===== src/design/smeu_pkg.sv =====
`timescale 1ns / 1ps
package smeu_pkg;

    localparam logic [7:0] OP_DATA      = 8'd0;
    localparam logic [7:0] OP_HALT      = 8'd1;
    localparam logic [7:0] OP_READ      = 8'd20;
    localparam logic [7:0] OP_WRITE     = 8'd21;
    localparam logic [7:0] OP_ADD       = 8'd100;
    localparam logic [7:0] OP_SUB       = 8'd101;
    localparam logic [7:0] OP_MULT      = 8'd102;
    localparam logic [7:0] OP_DIV       = 8'd103;
    localparam logic [7:0] OP_PWR       = 8'd104;
    localparam logic [7:0] OP_STORE     = 8'd150;
    localparam logic [7:0] OP_LD_INT    = 8'd151;
    localparam logic [7:0] OP_LD_VAR    = 8'd152;
    localparam logic [7:0] OP_JMP_FALSE = 8'd200;
    localparam logic [7:0] OP_GOTO      = 8'd201;
    localparam logic [7:0] OP_LT        = 8'd210;
    localparam logic [7:0] OP_GT        = 8'd211;
    localparam logic [7:0] OP_EQ        = 8'd212;

    localparam logic [2:0] FLT_NONE      = 3'd0;
    localparam logic [2:0] FLT_UNDERFLOW = 3'd1;
    localparam logic [2:0] FLT_OVERFLOW  = 3'd2;
    localparam logic [2:0] FLT_DIV_ZERO  = 3'd3;
    localparam logic [2:0] FLT_BAD_VAR   = 3'd4;
    localparam logic [2:0] FLT_BAD_JUMP  = 3'd5;

    typedef enum logic [1:0] {
        ALU_MUL = 2'd0,
        ALU_DIV = 2'd1,
        ALU_PWR = 2'd2
    } t_alu_op;

    typedef struct packed {
        logic    start;
        t_alu_op op;
    } t_alu_ctl;

endpackage


===== src/design/smeu_alu.sv =====
`timescale 1ns / 1ps
// Shared iterative unit: multiply (shift-add), divide (restoring) and power
// (square and multiply via the same shift-add multiplier). One bit per cycle.
module smeu_alu
    import smeu_pkg::*;
(
    input  logic        i_clk,
    input  logic        i_rst_n,
    input  t_alu_ctl    i_ctl,
    input  logic [31:0] i_a,
    input  logic [31:0] i_b,
    output logic        o_done,
    output logic [31:0] o_result
);

    typedef enum logic [4:0] {
        S_IDLE = 5'b00001,
        S_MUL  = 5'b00010,
        S_DIV  = 5'b00100,
        S_PSEL = 5'b01000,
        S_FIX  = 5'b10000
    } t_state;

    t_state      r_state, n_state;
    t_alu_op     r_op;
    logic [5:0]  r_cnt;
    logic [31:0] r_x;      // multiplicand / dividend magnitude
    logic [31:0] r_y;      // multiplier / divisor magnitude
    logic [31:0] r_acc;    // product / remainder
    logic [31:0] r_q;
    logic [31:0] r_base;
    logic [31:0] r_exp;
    logic [31:0] r_res;
    logic        r_neg;
    logic        r_sq;     // power: 0 -> result*=base, 1 -> base*=base
    logic        r_done;

    logic [32:0] w_rem;
    logic [31:0] w_ma, w_mb;

    assign w_ma  = i_a[31] ? (32'd0 - i_a) : i_a;
    assign w_mb  = i_b[31] ? (32'd0 - i_b) : i_b;
    assign w_rem = {r_acc, r_x[31]} - {1'b0, r_y};

    always_ff @(posedge i_clk) begin
        if (!i_rst_n) begin
            r_state <= S_IDLE;
            r_done  <= 1'b0;
        end else begin
            r_state <= n_state;
            r_done  <= 1'b0;
            unique case (r_state)
                S_IDLE: begin
                    if (i_ctl.start) begin
                        r_op <= i_ctl.op;
                        r_cnt <= 6'd0;
                        unique case (i_ctl.op)
                            ALU_MUL: begin
                                r_x <= i_a; r_y <= i_b; r_acc <= 32'd0;
                            end
                            ALU_DIV: begin
                                r_x <= w_ma; r_y <= w_mb; r_acc <= 32'd0;
                                r_neg <= i_a[31] ^ i_b[31];
                            end
                            default: begin
                                r_base <= i_a; r_exp <= i_b; r_res <= 32'd1;
                            end
                        endcase
                    end
                end
                S_MUL: begin
                    if (r_y[0]) r_acc <= r_acc + r_x;
                    r_x <= r_x << 1;
                    r_y <= r_y >> 1;
                    r_cnt <= r_cnt + 6'd1;
                    if (r_cnt == 6'd31) begin
                        if (r_op == ALU_MUL) begin
                            r_done <= 1'b1;
                        end else if (r_sq) begin
                            r_base <= r_acc + (r_y[0] ? r_x : 32'd0);
                            r_exp  <= r_exp >> 1;
                        end else begin
                            r_res <= r_acc + (r_y[0] ? r_x : 32'd0);
                        end
                    end
                end
                S_DIV: begin
                    if (!w_rem[32]) begin
                        r_acc <= w_rem[31:0];
                        r_q   <= {r_q[30:0], 1'b1};
                    end else begin
                        r_acc <= {r_acc[30:0], r_x[31]};
                        r_q   <= {r_q[30:0], 1'b0};
                    end
                    r_x <= r_x << 1;
                    r_cnt <= r_cnt + 6'd1;
                end
                S_PSEL: begin
                    r_cnt <= 6'd0;
                    r_acc <= 32'd0;
                    if (r_exp == 32'd0) begin
                        r_done <= 1'b1;
                    end else if (r_exp[0] && !r_sq) begin
                        r_sq <= 1'b0;
                        r_x <= r_res; r_y <= r_base;
                    end else begin
                        r_x <= r_base; r_y <= r_base;
                    end
                end
                S_FIX: begin
                    r_done <= 1'b1;
                end
                default: ;
            endcase
            if (r_state == S_IDLE) r_sq <= 1'b0;
            if (r_state == S_PSEL && r_exp != 32'd0) r_sq <= !(r_exp[0] && !r_sq);
            if (r_state == S_MUL && r_cnt == 6'd31 && r_op == ALU_PWR)
                r_sq <= !r_sq;
        end
    end

    always_comb begin
        n_state = r_state;
        unique case (r_state)
            S_IDLE: if (i_ctl.start) begin
                unique case (i_ctl.op)
                    ALU_MUL: n_state = S_MUL;
                    ALU_DIV: n_state = S_DIV;
                    default: n_state = S_PSEL;
                endcase
            end
            S_MUL: if (r_cnt == 6'd31) n_state = (r_op == ALU_MUL) ? S_IDLE : S_PSEL;
            S_DIV: if (r_cnt == 6'd31) n_state = S_FIX;
            S_PSEL: if (r_exp == 32'd0) n_state = S_IDLE; else n_state = S_MUL;
            S_FIX: n_state = S_IDLE;
            default: n_state = S_IDLE;
        endcase
    end

    always_comb begin
        case (r_op)
            ALU_MUL: o_result = r_acc;
            ALU_DIV: o_result = r_neg ? (32'd0 - r_q) : r_q;
            default: o_result = r_res;
        endcase
    end

    assign o_done = r_done;

    property p_start_idle;
        @(posedge i_clk) disable iff (!i_rst_n) i_ctl.start |-> r_state == S_IDLE;
    endproperty
    a_start_idle: assert property (p_start_idle) else $error("alu start while busy");

    property p_done_idle;
        @(posedge i_clk) disable iff (!i_rst_n) r_done |-> r_state == S_IDLE;
    endproperty
    a_done_idle: assert property (p_done_idle) else $error("alu done while busy");

    property p_onehot;
        @(posedge i_clk) disable iff (!i_rst_n) $onehot(r_state);
    endproperty
    a_onehot: assert property (p_onehot) else $error("alu state not one-hot");

endmodule


===== config.mk =====
export PLATFORM = sky130hd
export DESIGN_NAME = smeu_alu
export DESIGN_NICKNAME = d
export VERILOG_FILES = /design/src/design/smeu_pkg.sv /design/src/design/smeu_alu.sv
export SDC_FILE = /design/constraint.sdc
export NUM_CORES = 1
export LEC_CHECK = 0
export ABC_AREA = 1
export CAP_MARGIN = 40
export CELL_PAD_IN_SITES_DETAIL_PLACEMENT = 0
export CELL_PAD_IN_SITES_GLOBAL_PLACEMENT = 1
export CORE_UTILIZATION = 48
export DETAILED_ROUTE_END_ITERATION = 12
export DONT_BUFFER_PORTS = 1
export PLACE_DENSITY = 0.84
export SLEW_MARGIN = 20
export SYNTH_ARGS = -nofsm -noshare
export SYNTH_HDL_FRONTEND = slang
export SYNTH_SLANG_ARGS = --single-unit

===== constraint.sdc =====
create_clock -name i_clk -period 8 [get_ports i_clk]
set_clock_uncertainty 0.05 [all_clocks]
set_input_delay 1.2 -clock i_clk [delete_from_list [all_inputs] [get_ports i_clk]]
set_output_delay 1.2 -clock i_clk [all_outputs]
set_load 0.005 [all_outputs]

==> flow_metrics.env <==
export IMPL_status="complete, no violations"
export IMPL_end_kind="output pin"
export IMPL_max_stage_delay_ns=0.45
export IMPL_p_per_area_nw_per_um2=318
export IMPL_core_area_um2=42200
export IMPL_wl_per_cell_um=22.7
export IMPL_grt_usage_pct=36.9
export IMPL_area_growth_pct=7.25
export IMPL_routed_via_density=5.81
export IMPL_final_max_slew_viol_count=0
export IMPL_finalHoldViolations=0
export IMPL_post_synth_cell_area_avg_um2=6.71
export IMPL_drc_errors=0
export IMPL_p_leak_nw=10.5
export IMPL_clk_path_buf_depth=3
export IMPL_post_cts_buffers=0
export IMPL_synth_top_area_share_pct=33.9
export IMPL_synth_nets=3257
export IMPL_synth_area_leaders="edfxtp_1 (34%), nand2_1 (18%), inv_1 (8.5%)"
export IMPL_fin_nets=3236
export IMPL_crit_family="simple AND/OR/NAND/NOR gates"
export IMPL_synth_edff_count=234
export IMPL_synth_area_um2=20700
export IMPL_dr_pass1_iters=6
export IMPL_path_buf_inv=2
export IMPL_yosysUniqueCellTypes=51
export IMPL_io_buffers=0
export IMPL_final_common_cell="nand2_1"
export IMPL_drtAntennaViolNets=0
export IMPL_hold_buffers=0
export IMPL_grt_max_degree=61
export IMPL_grt_pass1_vias=18898
export IMPL_die_h_um=210
export IMPL_slowest_stage="edfxtp_1"
export IMPL_async_reset_ff_share_pct=0
export IMPL_numCtsBuffers=29
export IMPL_clk_latency_ns=0.60
export IMPL_htree_num_levels=1
export IMPL_worstPathRequired_ns=6.75
export IMPL_num_rows=75
export IMPL_worstPathCellList="inv_1, ha_1, inv_1, nor3_2, nand2_1, nor2_2, nand3_1, nand2_1, o21ai_0, o21ai_0, nand3_1, nand2_1"
export IMPL_wl_met1_um=35900
export IMPL_fin_setup_tns_ns=0
export IMPL_yosysWarnings=0
export IMPL_setup_viol=0
export IMPL_ys_seq_elements=240
export IMPL_dr_max_layer_used="met5"
export IMPL_cap_violations=0
export IMPL_placed_cells=3573
export IMPL_slew_headroom_pct=48.9
export IMPL_drt_iter0_drc=2530
export IMPL_synthCells=3086
export IMPL_hold_class="reg -> reg"
export IMPL_fp_dieArea_um2=44000
export IMPL_grt_pass1_wl_um=120000
export IMPL_crit_path_frequent_cell="nand2_1"
export IMPL_arrival_ns=3.08
export IMPL_yosysSeqAreaShare_pct=34.5
export IMPL_clk_pin_slew_ns=0.06
export IMPL_layout_drive_gt1_share_pct=3.92
export IMPL_final_min_clock_period_ns=4.33
export IMPL_worst_slew_pin_slew_ns=0.760
export IMPL_antenna_found_initial=4
export IMPL_most_common_layout_cells="nand2_1 (986), inv_1 (469), nor2_1 (282)"
export IMPL_start_util_pct=49.0
export IMPL_place_gp_congestion=1.00
export IMPL_dp_hpwl_um=66500
export IMPL_wl_met2_um=34400
export IMPL_root_buffer="clkbuf_16"
export IMPL_cp_start_kind="register"
export IMPL_synth_top_area_cell="edfxtp_1"
export IMPL_synthFlopType="edfxtp_1"
export IMPL_die_w_um=210
export IMPL_fmax_ghz=0.231
export IMPL_wl_met3_um=9270
export IMPL_cts_num_sinks=240
export IMPL_dr_total_vias=21057
export IMPL_ir_drop_mv=0.209
export IMPL_cts_tree="built"
export IMPL_path_max_fanout=5
export IMPL_rsz0062_at_grt="no"
export IMPL_crit_type="reg -> out"
export IMPL_fillerInstances=4227
export IMPL_pin_count=102
export IMPL_grt_overflow_total=0
export IMPL_fin_crit_sh_pct=54.1
export IMPL_instances_no_fill=3626
export IMPL_post_cts_resized=0
export IMPL_drt_wl_total_um=82100
flip-flops by register name, indices dropped and copies added (netlist names):
register,cells
o_done,1
r_acc,32
r_base,32
r_cnt,6
r_exp,32
r_neg,1
r_op,2
r_q,32
r_res,32
r_sq,1
r_state,5
r_x,32
r_y,32
metrics by stage:
stage                     cell area, um2  utilization (%)  setup slack, ns  hold slack, ns  power (mW)
after CTS                          22200             52.6             3.72           0.399        6.96
after global placement             21200             50.2             3.77           0.384        5.63
final                              22200             52.6             3.67           0.400        7.06
after global routing               22200             52.6             3.50           0.410        7.49
after floorplan                    20700                -             1.22           0.376        4.46
after detailed placement           21300             50.5             4.27           0.386        5.66
layer usage:
layer,up-vias,GRT usage (%)
met1,9780,54.3
met2,1084,54.0
li1,10076,-
met4,4,10.8
met5,-,0
met3,113,7.74
synth_stat cells, drive strengths merged (20+ instances only):
library cell and instances:
nand2 994, o21ai 173, nor2 296, edfxtp 234
buf 29, nand3 277, clkbuf 47, nand4 34
o211ai 20, a22oi 20, xor2 35, a21oi 157
inv 478, nor3 42, ha 99
layout make-up:
class                      count  area [um2]  area share [%]
timing repair buffer          24         235            1.06
inverter                     480        1800            8.11
multi-input combinational   2290       11400            51.5
tap                          539         674            3.04
sequential                   240        7150            32.2
antenna                        1        2.50          0.0113
clock buffer                  43         788            3.55
clock inverter                 9         109           0.490
where the power goes:
group,switching [mW],internal [mW]
registers,0.365,1.77
clock network,0.552,0.744
logic,2.56,1.07
kinds of logic after synthesis:
kind of cell | count (synthesis) | share of synthesized area (%)
AND/OR/NAND/NOR | 1693 | 34.4
buffers and inverters | 556 | 10.4
AO/OA/AOI/OAI | 441 | 12.1
flip-flops | 240 | 34.5
adder cells (fa/ha/maj) | 102 | 6.27
XOR/XNOR | 54 | 2.28
worst paths after layout:
path             endpoint  cells after the start       from  slack (ns)
min reg2reg        r_q[2]                      0     r_q[1]        0.40
max reg2reg     r_acc[10]                     14  r_acc[25]        4.29
max          o_result[26]                     12     r_q[0]        3.67
min                r_q[2]                      0     r_q[1]        0.40
(Power assumes the default switching activity.)
